### config.mk
export PLATFORM = sky130hd
export DESIGN_NAME = audio_level_quantizer_with_mute
export DESIGN_NICKNAME = d
export VERILOG_FILES = /design/src/alq_pkg.sv /design/src/alq_front.sv /design/src/alq_queue.sv /design/src/alq_back.sv /design/src/audio_level_quantizer_with_mute.sv
export SDC_FILE = /design/constraint.sdc
export NUM_CORES = 2
export LEC_CHECK = 0
export BUFFER_PORTS_ARGS = -buffer_cell sky130_fd_sc_hd__buf_4
export CAP_MARGIN = 40
export CORE_MARGIN = 5
export CORE_UTILIZATION = 52
export CTS_CLUSTER_DIAMETER = 60
export CTS_CLUSTER_SIZE = 28
export DETAILED_ROUTE_END_ITERATION = 6
export PLACE_DENSITY = 0.69
export REMOVE_ABC_BUFFERS = 1
export SLEW_MARGIN = 30
export SYNTH_ARGS = -nofsm -noshare
export SYNTH_HDL_FRONTEND = slang
export SYNTH_SLANG_ARGS = --single-unit
### constraint.sdc
create_clock -name clk -period 17.4 [get_ports clk]
set_input_delay 1.74 -clock clk [delete_from_list [all_inputs] [get_ports clk]]
set_output_delay 1.74 -clock clk [all_outputs]
set_load 0.05 [all_outputs]
### src/alq_pkg.sv
`default_nettype none
// ----------------------------------------------------------------------------
// alq_pkg
// Shared types and constants of the audio level quantizer.
// ----------------------------------------------------------------------------
package alq_pkg;

    localparam int LEVEL_W = 12;
    localparam int CODE_W  = 8;
    localparam int STEP_W  = 7;
    localparam int HOLD_W  = 16;

    localparam int DEF_BLOCK_LENGTH = 16;
    localparam int DEF_MAX_STEPS    = 64;

    localparam logic signed [CODE_W-1:0] CODE_MAX = 8'sd127;
    localparam logic signed [CODE_W-1:0] CODE_MIN = -8'sd127;

    localparam logic [2:0] REG_STEP_COUNT = 3'd0;
    localparam logic [2:0] REG_NOISE      = 3'd1;
    localparam logic [2:0] REG_FULL       = 3'd2;
    localparam logic [2:0] REG_HOLD       = 3'd3;
    localparam logic [2:0] REG_MUTE       = 3'd4;
    localparam logic [2:0] REG_QUASI      = 3'd5;

    typedef struct packed {
        logic [STEP_W-1:0]        step_count;
        logic [LEVEL_W-1:0]       noise_floor;
        logic [LEVEL_W-1:0]       full_scale;
        logic [HOLD_W-1:0]        mute_hold;
        logic signed [CODE_W-1:0] mute_code;
        logic signed [CODE_W-1:0] quasi_mute_code;
    } cfg_t;

    typedef struct packed {
        logic                     graded;
        logic [LEVEL_W-1:0]       level;
        logic signed [CODE_W-1:0] code;
    } cmd_t;

    function automatic logic signed [CODE_W-1:0] sat_code(input logic signed [CODE_W-1:0] c);
        return (c < CODE_MIN) ? CODE_MIN : c;
    endfunction

endpackage
`default_nettype wire

### src/alq_front.sv
`default_nettype none
// ----------------------------------------------------------------------------
// alq_front
// Accepts level words, tracks silence and classifies each word as a fixed
// mute code or a graded step to be searched.
// ----------------------------------------------------------------------------
module alq_front
(
    input  wire logic                        clk,
    input  wire logic                        rst_n,
    input  wire alq_pkg::cfg_t               cfg,
    input  wire logic                        s_tvalid,
    output logic                             s_tready,
    input  wire logic [15:0]                 s_tdata,
    output logic                             push,
    output alq_pkg::cmd_t                    push_cmd,
    input  wire logic                        full
);
    import alq_pkg::*;

    logic [HOLD_W-1:0]  silence_count_reg;
    logic [HOLD_W-1:0]  silence_count_next;
    logic [LEVEL_W-1:0] level;
    logic               accept;

    assign level    = s_tdata[LEVEL_W-1:0];
    assign s_tready = !full;
    assign accept   = s_tvalid && s_tready;
    assign push     = accept;

    always_comb
    begin
        silence_count_next = silence_count_reg;
        push_cmd.level     = level;
        push_cmd.graded    = 1'b0;
        push_cmd.code      = sat_code(cfg.quasi_mute_code);
        if (level < cfg.noise_floor)
        begin
            if (silence_count_reg > cfg.mute_hold)
            begin
                push_cmd.code = sat_code(cfg.mute_code);
            end
            else if (silence_count_reg != {HOLD_W{1'b1}})
            begin
                silence_count_next = silence_count_reg + 1'b1;
            end
        end
        else
        begin
            silence_count_next = '0;
            push_cmd.graded    = 1'b1;
        end
    end

    always_ff @(posedge clk or negedge rst_n)
    begin
        if (!rst_n)
        begin
            silence_count_reg <= '0;
        end
        else if (accept)
        begin
            silence_count_reg <= silence_count_next;
        end
    end

endmodule
`default_nettype wire

### src/alq_queue.sv
`default_nettype none
// ----------------------------------------------------------------------------
// alq_queue
// Two-entry command queue between the front and back ends.
// ----------------------------------------------------------------------------
module alq_queue
(
    input  wire logic          clk,
    input  wire logic          rst_n,
    input  wire logic          push,
    input  wire alq_pkg::cmd_t push_cmd,
    output logic               full,
    input  wire logic          pop,
    output logic               not_empty,
    output alq_pkg::cmd_t      pop_cmd
);
    import alq_pkg::*;

    cmd_t       slot_reg [2];
    logic       wr_ptr_reg;
    logic       rd_ptr_reg;
    logic [1:0] count_reg;

    assign full      = (count_reg == 2'd2);
    assign not_empty = (count_reg != 2'd0);
    assign pop_cmd   = slot_reg[rd_ptr_reg];

    always_ff @(posedge clk)
    begin
        if (push)
        begin
            slot_reg[wr_ptr_reg] <= push_cmd;
        end
    end

    always_ff @(posedge clk or negedge rst_n)
    begin
        if (!rst_n)
        begin
            wr_ptr_reg <= 1'b0;
            rd_ptr_reg <= 1'b0;
            count_reg  <= 2'd0;
        end
        else
        begin
            if (push)
            begin
                wr_ptr_reg <= !wr_ptr_reg;
            end
            if (pop)
            begin
                rd_ptr_reg <= !rd_ptr_reg;
            end
            if (push && !pop)
            begin
                count_reg <= count_reg + 2'd1;
            end
            else if (pop && !push)
            begin
                count_reg <= count_reg - 2'd1;
            end
        end
    end

endmodule
`default_nettype wire

### src/alq_back.sv
`default_nettype none
// ----------------------------------------------------------------------------
// alq_back
// Runs the threshold search on graded words, stores the code in block memory,
// scans it for max, min and sum, divides for the average and drives results.
// ----------------------------------------------------------------------------
module alq_back
#(
    parameter int BLOCK_LENGTH = alq_pkg::DEF_BLOCK_LENGTH,
    parameter int MAX_STEPS    = alq_pkg::DEF_MAX_STEPS
)
(
    input  wire logic          clk,
    input  wire logic          rst_n,
    input  wire alq_pkg::cfg_t cfg,
    input  wire logic          not_empty,
    input  wire alq_pkg::cmd_t pop_cmd,
    output logic               pop,
    output logic               m_tvalid,
    input  wire logic          m_tready,
    output logic [31:0]        m_tdata,
    output logic               m_tlast
);
    import alq_pkg::*;

    localparam int AW     = (BLOCK_LENGTH > 1) ? $clog2(BLOCK_LENGTH) : 1;
    localparam int CW     = $clog2(BLOCK_LENGTH + 1);
    localparam int SUM_W  = $clog2(BLOCK_LENGTH * 127 + 1) + 1;
    localparam int DCNT_W = $clog2(SUM_W + 1);
    localparam int SQ_W   = 14;
    localparam int PR_W   = LEVEL_W + SQ_W;

    typedef enum logic [3:0] {
        ST_IDLE, ST_PREP, ST_LDEN, ST_MUL, ST_CMP, ST_WR, ST_RD, ST_ACC,
        ST_DIVS, ST_DIV, ST_FIN
    } state_t;

    state_t                    state_reg;
    cmd_t                      cmd_reg;
    logic [STEP_W-1:0]         s_reg;
    logic [LEVEL_W-1:0]        diff_reg;
    logic signed [8:0]         i_reg;
    logic [SQ_W-1:0]           sq_reg;
    logic [SQ_W-1:0]           den_reg;
    logic [PR_W-1:0]           lden_reg;
    logic [PR_W-1:0]           prod_reg;
    logic signed [CODE_W-1:0]  code_reg;
    logic signed [CODE_W-1:0]  mem [BLOCK_LENGTH];
    logic signed [CODE_W-1:0]  rd_data_reg;
    logic [CW-1:0]             fill_reg;
    logic [CW-1:0]             n_reg;
    logic [CW-1:0]             k_reg;
    logic signed [CODE_W-1:0]  mx_reg;
    logic signed [CODE_W-1:0]  mn_reg;
    logic signed [SUM_W-1:0]   sum_reg;
    logic signed [SUM_W-1:0]   sum_next;
    logic [SUM_W-1:0]          mag_reg;
    logic [SUM_W-1:0]          quot_reg;
    logic [CW:0]               rem_reg;
    logic [CW:0]               rem_try;
    logic                      neg_reg;
    logic [DCNT_W-1:0]         dcnt_reg;
    logic [STEP_W-1:0]         s_clamp;
    logic [STEP_W-1:0]         s_m1;
    logic signed [8:0]         qp1;
    logic signed [17:0]        qp1_sq;
    logic [15:0]               sq_next;
    logic signed [8:0]         s_ext;
    logic signed [8:0]         i_inc;
    logic signed [SUM_W-1:0]   quot_signed;
    logic                      out_load;

    always_comb
    begin
        if (cfg.step_count < STEP_W'(2))
        begin
            s_clamp = STEP_W'(2);
        end
        else if (cfg.step_count > STEP_W'(MAX_STEPS))
        begin
            s_clamp = STEP_W'(MAX_STEPS);
        end
        else
        begin
            s_clamp = cfg.step_count;
        end
    end

    assign s_m1        = s_clamp - STEP_W'(1);
    assign qp1         = 9'(cfg.quasi_mute_code) + 9'sd1;
    assign qp1_sq      = qp1 * qp1;
    assign sq_next     = {2'b00, sq_reg} + {{6{i_reg[8]}}, i_reg, 1'b0} + 16'd1;
    assign s_ext       = $signed({2'b00, s_reg});
    assign i_inc       = i_reg + 9'sd1;
    assign sum_next    = sum_reg + {{(SUM_W-CODE_W){rd_data_reg[CODE_W-1]}}, rd_data_reg};
    assign rem_try     = {rem_reg[CW-1:0], mag_reg[SUM_W-1]};
    assign quot_signed = neg_reg ? -$signed(quot_reg) : $signed(quot_reg);
    assign pop         = (state_reg == ST_IDLE) && not_empty;
    assign out_load    = (state_reg == ST_FIN) && (!m_tvalid || m_tready);

    always_ff @(posedge clk)
    begin
        rd_data_reg <= mem[k_reg[AW-1:0]];
        if (state_reg == ST_WR)
        begin
            mem[fill_reg[AW-1:0]] <= code_reg;
        end
    end

    always_ff @(posedge clk or negedge rst_n)
    begin
        if (!rst_n)
        begin
            state_reg <= ST_IDLE;
            fill_reg  <= '0;
            m_tvalid  <= 1'b0;
            m_tdata   <= '0;
            m_tlast   <= 1'b0;
        end
        else
        begin
            if (out_load)
            begin
                m_tvalid <= 1'b1;
            end
            else if (m_tvalid && m_tready)
            begin
                m_tvalid <= 1'b0;
            end
            case (state_reg)
                ST_IDLE:
                begin
                    if (not_empty)
                    begin
                        cmd_reg  <= pop_cmd;
                        code_reg <= pop_cmd.code;
                        state_reg <= pop_cmd.graded ? ST_PREP : ST_WR;
                    end
                end
                ST_PREP:
                begin
                    s_reg    <= s_clamp;
                    diff_reg <= (cfg.full_scale >= cfg.noise_floor) ?
                                (cfg.full_scale - cfg.noise_floor) : '0;
                    i_reg    <= qp1;
                    sq_reg   <= qp1_sq[SQ_W-1:0];
                    den_reg  <= SQ_W'(s_m1 * s_m1);
                    state_reg <= ST_LDEN;
                end
                ST_LDEN:
                begin
                    lden_reg <= (cmd_reg.level - cfg.noise_floor) * den_reg;
                    if (i_reg >= s_ext)
                    begin
                        code_reg  <= CODE_W'(s_reg - STEP_W'(1));
                        state_reg <= ST_WR;
                    end
                    else
                    begin
                        state_reg <= ST_MUL;
                    end
                end
                ST_MUL:
                begin
                    prod_reg  <= diff_reg * sq_reg;
                    state_reg <= ST_CMP;
                end
                ST_CMP:
                begin
                    if (lden_reg <= prod_reg)
                    begin
                        code_reg  <= i_reg[CODE_W-1:0];
                        state_reg <= ST_WR;
                    end
                    else if (i_inc >= s_ext)
                    begin
                        code_reg  <= CODE_W'(s_reg - STEP_W'(1));
                        state_reg <= ST_WR;
                    end
                    else
                    begin
                        i_reg     <= i_inc;
                        sq_reg    <= sq_next[SQ_W-1:0];
                        state_reg <= ST_MUL;
                    end
                end
                ST_WR:
                begin
                    n_reg     <= fill_reg + CW'(1);
                    k_reg     <= '0;
                    mx_reg    <= CODE_MIN;
                    mn_reg    <= CODE_MAX;
                    sum_reg   <= '0;
                    state_reg <= ST_RD;
                end
                ST_RD:
                begin
                    state_reg <= ST_ACC;
                end
                ST_ACC:
                begin
                    if (rd_data_reg > mx_reg)
                    begin
                        mx_reg <= rd_data_reg;
                    end
                    if (rd_data_reg < mn_reg)
                    begin
                        mn_reg <= rd_data_reg;
                    end
                    sum_reg   <= sum_next;
                    k_reg     <= k_reg + CW'(1);
                    state_reg <= (k_reg + CW'(1) == n_reg) ? ST_DIVS : ST_RD;
                end
                ST_DIVS:
                begin
                    neg_reg   <= sum_reg[SUM_W-1];
                    mag_reg   <= sum_reg[SUM_W-1] ? SUM_W'(-sum_reg) : SUM_W'(sum_reg);
                    rem_reg   <= '0;
                    quot_reg  <= '0;
                    dcnt_reg  <= DCNT_W'(SUM_W);
                    state_reg <= ST_DIV;
                end
                ST_DIV:
                begin
                    if (rem_try >= {1'b0, n_reg})
                    begin
                        rem_reg  <= rem_try - {1'b0, n_reg};
                        quot_reg <= {quot_reg[SUM_W-2:0], 1'b1};
                    end
                    else
                    begin
                        rem_reg  <= rem_try;
                        quot_reg <= {quot_reg[SUM_W-2:0], 1'b0};
                    end
                    mag_reg  <= {mag_reg[SUM_W-2:0], 1'b0};
                    dcnt_reg <= dcnt_reg - DCNT_W'(1);
                    if (dcnt_reg == DCNT_W'(1))
                    begin
                        state_reg <= ST_FIN;
                    end
                end
                ST_FIN:
                begin
                    if (out_load)
                    begin
                        m_tdata   <= {quot_signed[CODE_W-1:0], mn_reg, mx_reg, code_reg};
                        m_tlast   <= (n_reg == CW'(BLOCK_LENGTH));
                        fill_reg  <= (n_reg == CW'(BLOCK_LENGTH)) ? '0 : n_reg;
                        state_reg <= ST_IDLE;
                    end
                end
                default:
                begin
                    state_reg <= ST_IDLE;
                end
            endcase
        end
    end

    a_search_bound: assert property (@(posedge clk) disable iff (!rst_n)
        (state_reg == ST_CMP) |-> (i_reg < s_ext))
        else $error("search index past top step");

    a_count_range: assert property (@(posedge clk) disable iff (!rst_n)
        (state_reg == ST_ACC) |-> (n_reg != '0 && n_reg <= CW'(BLOCK_LENGTH)
                                   && k_reg < n_reg))
        else $error("block scan out of range");

    a_avg_range: assert property (@(posedge clk) disable iff (!rst_n)
        (state_reg == ST_FIN) |-> (quot_reg <= SUM_W'(127)))
        else $error("average magnitude out of range");

    a_fill_range: assert property (@(posedge clk) disable iff (!rst_n)
        (state_reg == ST_IDLE) |-> (fill_reg < CW'(BLOCK_LENGTH)))
        else $error("fill count past block length");

endmodule
`default_nettype wire

### src/audio_level_quantizer_with_mute.sv
`default_nettype none
// ----------------------------------------------------------------------------
// audio_level_quantizer_with_mute
// Maps averaged ADC levels to volume step codes with mute hold and reports a
// running max, min and average over a block of codes.
//
//   channel   dir  handshake           payload
//   s_*       in   s_tvalid/s_tready   s_tdata[11:0] ad_level
//   m_*       out  m_tvalid/m_tready   m_tdata step,max,min,average; m_tlast end
//   APB       in   psel/penable/pready six registers at 4*index
//
// A graded word runs the threshold search: setup in ST_PREP and ST_LDEN, then
// a multiply (ST_MUL) and compare (ST_CMP) per searched step. Every word then
// goes through the block scan and the average divide over the stored codes.
// Reset clears the silence count, the fill count and the output. The front
// accepts words into a two-entry queue while the back end or output stalls.
// ----------------------------------------------------------------------------
module audio_level_quantizer_with_mute
#(
    parameter int BLOCK_LENGTH = alq_pkg::DEF_BLOCK_LENGTH,
    parameter int MAX_STEPS    = alq_pkg::DEF_MAX_STEPS
)
(
    input  wire logic        clk,
    input  wire logic        rst_n,
    input  wire logic        s_tvalid,
    output logic             s_tready,
    input  wire logic [15:0] s_tdata,   // [11:0] ad_level
    output logic             m_tvalid,
    input  wire logic        m_tready,
    output logic [31:0]      m_tdata,   // step_code, block_max, block_min, block_average
    output logic             m_tlast,
    input  wire logic        psel,
    input  wire logic        penable,
    input  wire logic        pwrite,
    input  wire logic [4:0]  paddr,
    input  wire logic [31:0] pwdata,
    output logic [31:0]      prdata,
    output logic             pready
);
    import alq_pkg::*;

    cfg_t       cfg_reg;
    cmd_t       push_cmd;
    cmd_t       pop_cmd;
    logic       push;
    logic       pop;
    logic       full;
    logic       not_empty;
    logic [2:0] reg_index;
    logic       wr_en;

    assign pready    = 1'b1;
    assign reg_index = paddr[4:2];
    assign wr_en     = psel && penable && pwrite && pready;

    always_ff @(posedge clk or negedge rst_n)
    begin
        if (!rst_n)
        begin
            cfg_reg.step_count      <= STEP_W'(16);
            cfg_reg.noise_floor     <= LEVEL_W'(100);
            cfg_reg.full_scale      <= LEVEL_W'(4095);
            cfg_reg.mute_hold       <= HOLD_W'(1000);
            cfg_reg.mute_code       <= 8'sd0;
            cfg_reg.quasi_mute_code <= 8'sd1;
        end
        else if (wr_en)
        begin
            case (reg_index)
                REG_STEP_COUNT: cfg_reg.step_count      <= pwdata[STEP_W-1:0];
                REG_NOISE:      cfg_reg.noise_floor     <= pwdata[LEVEL_W-1:0];
                REG_FULL:       cfg_reg.full_scale      <= pwdata[LEVEL_W-1:0];
                REG_HOLD:       cfg_reg.mute_hold       <= pwdata[HOLD_W-1:0];
                REG_MUTE:       cfg_reg.mute_code       <= pwdata[CODE_W-1:0];
                REG_QUASI:      cfg_reg.quasi_mute_code <= pwdata[CODE_W-1:0];
                default:        ;
            endcase
        end
    end

    always_comb
    begin
        case (reg_index)
            REG_STEP_COUNT: prdata = 32'(cfg_reg.step_count);
            REG_NOISE:      prdata = 32'(cfg_reg.noise_floor);
            REG_FULL:       prdata = 32'(cfg_reg.full_scale);
            REG_HOLD:       prdata = 32'(cfg_reg.mute_hold);
            REG_MUTE:       prdata = {{24{cfg_reg.mute_code[7]}}, cfg_reg.mute_code};
            REG_QUASI:      prdata = {{24{cfg_reg.quasi_mute_code[7]}}, cfg_reg.quasi_mute_code};
            default:        prdata = '0;
        endcase
    end

    alq_front u_front
    (
        .clk      (clk),
        .rst_n    (rst_n),
        .cfg      (cfg_reg),
        .s_tvalid (s_tvalid),
        .s_tready (s_tready),
        .s_tdata  (s_tdata),
        .push     (push),
        .push_cmd (push_cmd),
        .full     (full)
    );

    alq_queue u_queue
    (
        .clk       (clk),
        .rst_n     (rst_n),
        .push      (push),
        .push_cmd  (push_cmd),
        .full      (full),
        .pop       (pop),
        .not_empty (not_empty),
        .pop_cmd   (pop_cmd)
    );

    alq_back
    #(
        .BLOCK_LENGTH (BLOCK_LENGTH),
        .MAX_STEPS    (MAX_STEPS)
    )
    u_back
    (
        .clk       (clk),
        .rst_n     (rst_n),
        .cfg       (cfg_reg),
        .not_empty (not_empty),
        .pop_cmd   (pop_cmd),
        .pop       (pop),
        .m_tvalid  (m_tvalid),
        .m_tready  (m_tready),
        .m_tdata   (m_tdata),
        .m_tlast   (m_tlast)
    );

endmodule
`default_nettype wire
==> flow_metrics.tcl <==
set metrics [dict create \
    cp_max_fo 13 \
    grtUsageMet3_pct 2.51 \
    pin_count 128 \
    reg2reg_slack_ns 8.93 \
    grtUsageMet2_pct 36.5 \
    start_kind "register" \
    crit_path_end_kind "register" \
    slew_violations 0 \
    setup_tns_ns 0 \
    cts-root-buf "clkbuf_16" \
    clkTransAtPathRegs_ns 0.09 \
    cap_viol_max_count 0 \
    grt_overflow 0 \
    routabilityCongestion 0.861 \
    dr.pass1.iters 7 \
    async_reset_ff_share_pct 25.3 \
    cpMostUsedCell "inv_1" \
    drive_gt1_share_pct 10.7 \
    grt_max_degree 66 \
    vias_per_cell 5.50 \
    grt_pass1_vias 27500 \
    max_freq_ghz 0.118 \
    ys_ff_latch 499 \
    die_w_um 286 \
    worstHoldEndpoint "u_back.m_tdata[25]" \
    synth_area_leader_cell "edfxtp_1" \
    max_stage_delay_ns 0.55 \
    setup_viol 0 \
    cts_tree "built" \
    cts_setup_buffers 0 \
    ant_nets 0 \
    syn_area_sq_um 39500 \
    port-buffer-count 104 \
    mostFrequentLayoutCells "inv_1 (560), edfxtp_1 (365), nand2_1 (361)" \
    n_fill_cell 6452 \
    fp.dieH_um 286 \
    drc 0 \
    cts.sinks 499 \
    cts_hold_buf 0 \
    start_util_pct 52.3 \
    holdPathStages 2 \
    cpMaxStageDelayCell "or4_1" \
    slew_headroom_pct 43.3 \
    via_count 26100 \
    yosysTopAreaCellShare_pct 27.8 \
    cp_num_buf_inv 8 \
    htreeDepth 2 \
    skew_ns 0.0478 \
    grtUsageTotal_pct 21.5 \
    core_area_sq_um 75600 \
    finalCriticalPeriod_ns 8.47 \
    ys_seq_area_share_pct 36.2 \
    worst_pin_slew_ns 0.847 \
    status "complete, no violations" \
    largest_register_ff_count 128 \
    fin_crit_sh_pct 48.7 \
    worstSetupPathType "reg -> reg" \
    use_met1_pct 29.6 \
    synthToLayoutAreaGrowth_pct 9.14 \
    hpwl_mm 65.1 \
    r2r_start "cfg_reg[45]" \
    antennaDiodeCount 0 \
    synthTopCellsByArea "edfxtp_1 (28%), fa_1 (18%), ha_1 (10%)" \
    ctsLongestPathBuffers 3 \
    row_count 101 \
    clk_latency_ns 0.64 \
    rsz0062_at_grt "no" \
    numCtsBuffers 44 \
    yosys_warnings 0 \
    dieArea_sq_um 81500 \
    yosysUniqueCellTypes 71 \
    r2r_cells 32 \
    syn-mean-instance-area_sq_um 10.8 \
    first_iter_violations 1573 \
    seqCellArea_sq_um 14300 \
    post_cts_resized 0 \
    fin_nets 4470 \
    grt_pass1_wl_mm 143 \
    finalHoldViolCount 0 \
    synthCells 3665 \
    busiest_layer "met2" \
    synth_edf_count 365 \
    hp-start "u_back.m_tdata[25]" \
    arrival_ns 8.79 \
    route.detailed.wl_per_inst_um 17.9 \
    timing.rr.end "u_back.lden_reg[24]" \
    final_common_cell "inv_1" \
    antenna_found_initial 0 \
    multiInputGateArea_sq_um 22600 \
    totalWireLength_mm 84.9 \
    ys.flop_type "edfxtp_1" \
    crit_required_ns 17.73 \
    cp_top_family "adder cells" \
    min_path_type "reg -> reg" \
]
==> routing by layer <==
metal / routed length [um] / share of wire [%] / up-vias
li1: - / - / 12300
met1: 37600 / 44 / 13000
met2: 40900 / 48 / 602
met3: 3980 / 4.7 / 113
met4: 2310 / 2.7 / 0
met5: 0 / 0 / -
==> tightest hold or removal path, delay by kind of cell (launching register included) <==
kind            cells  cell delay, ns
flops               1            0.35
compound gates      1            0.06
simple gates        1            0.04
==> synthesized netlist by cell type, types with 9 or more instances <==
master / number
or2_2: 14
o21bai_1: 15
dfrtp_1: 103
clkbuf_1: 116
o21ai_0: 152
nand2_1: 362
and2_1: 144
a21oi_1: 112
buf_1: 9
a211oi_1: 13
inv_1: 560
nand4_1: 20
o21a_1: 23
edfxtp_1: 365
a31oi_1: 14
nor2_1: 181
o31ai_1: 24
xnor2_1: 117
and3_1: 14
nor2b_1: 58
fa_1: 359
nand3_1: 49
mux4_2: 43
mux2_2: 72
xor2_1: 54
a21o_1: 45
dfstp_2: 23
a22oi_1: 16
ha_1: 320
or3_1: 20
or4_1: 17
mux2i_1: 16
nor3_1: 54
buf_4: 16
nand2b_1: 37
==> worst max path at each step <==
stage / end / slack, ns / cells after the start / start
5_1_grt: u_back.lden_reg[24] / 8.37 / 32 / cfg_reg[45]
3_3_place_gp: u_back.lden_reg[24] / 9.02 / 32 / cfg_reg[45]
3_5_place_dp: u_back.lden_reg[24] / 8.97 / 32 / cfg_reg[45]
6_report: u_back.lden_reg[24] / 8.93 / 32 / cfg_reg[45]
4_1_cts: u_back.lden_reg[24] / 8.88 / 32 / cfg_reg[45]
2_1_floorplan: prdata[16] / 9.04 / 3 / paddr[4]
==> metrics by stage <==
stage               instances  cell area (sq um)  utilization [%]  hold slack [ns]  setup slack [ns]
finish                   4745              43100             57.0            0.487              8.93
global route             4745              43100             57.0            0.519              8.37
detailed placement       4657              41300             54.7            0.474              8.97
global placement         4654              41200             54.6            0.466              9.02
CTS                      4739              43000             56.9            0.495              8.88
floorplan                3538              38900                -            0.470              9.04
==> cell type report <==
class,count,area share (%)
flip-flops and latches,499,33.2
inverters,560,4.88
clock inverters,35,1.37
multi-input cells,2479,52.4
well taps,978,2.84
repair buffers,147,2.67
clock buffers,47,2.60
==> cell families after synthesis <==
kind of cell	count (synthesis)	synth area share, %
buffers and inverters	703	6.86
multiplexers	131	4.91
AND/OR/NAND/NOR	998	12.3
other	2	0.0190
AO/OA/AOI/OAI	482	7.60
adder cells (fa/ha/maj)	679	28.3
XOR/XNOR	171	3.79
flip-flops	499	36.2
Power is not shown: default switching activity piles up to over one toggle a cycle in this logic, so the estimate is an artifact.
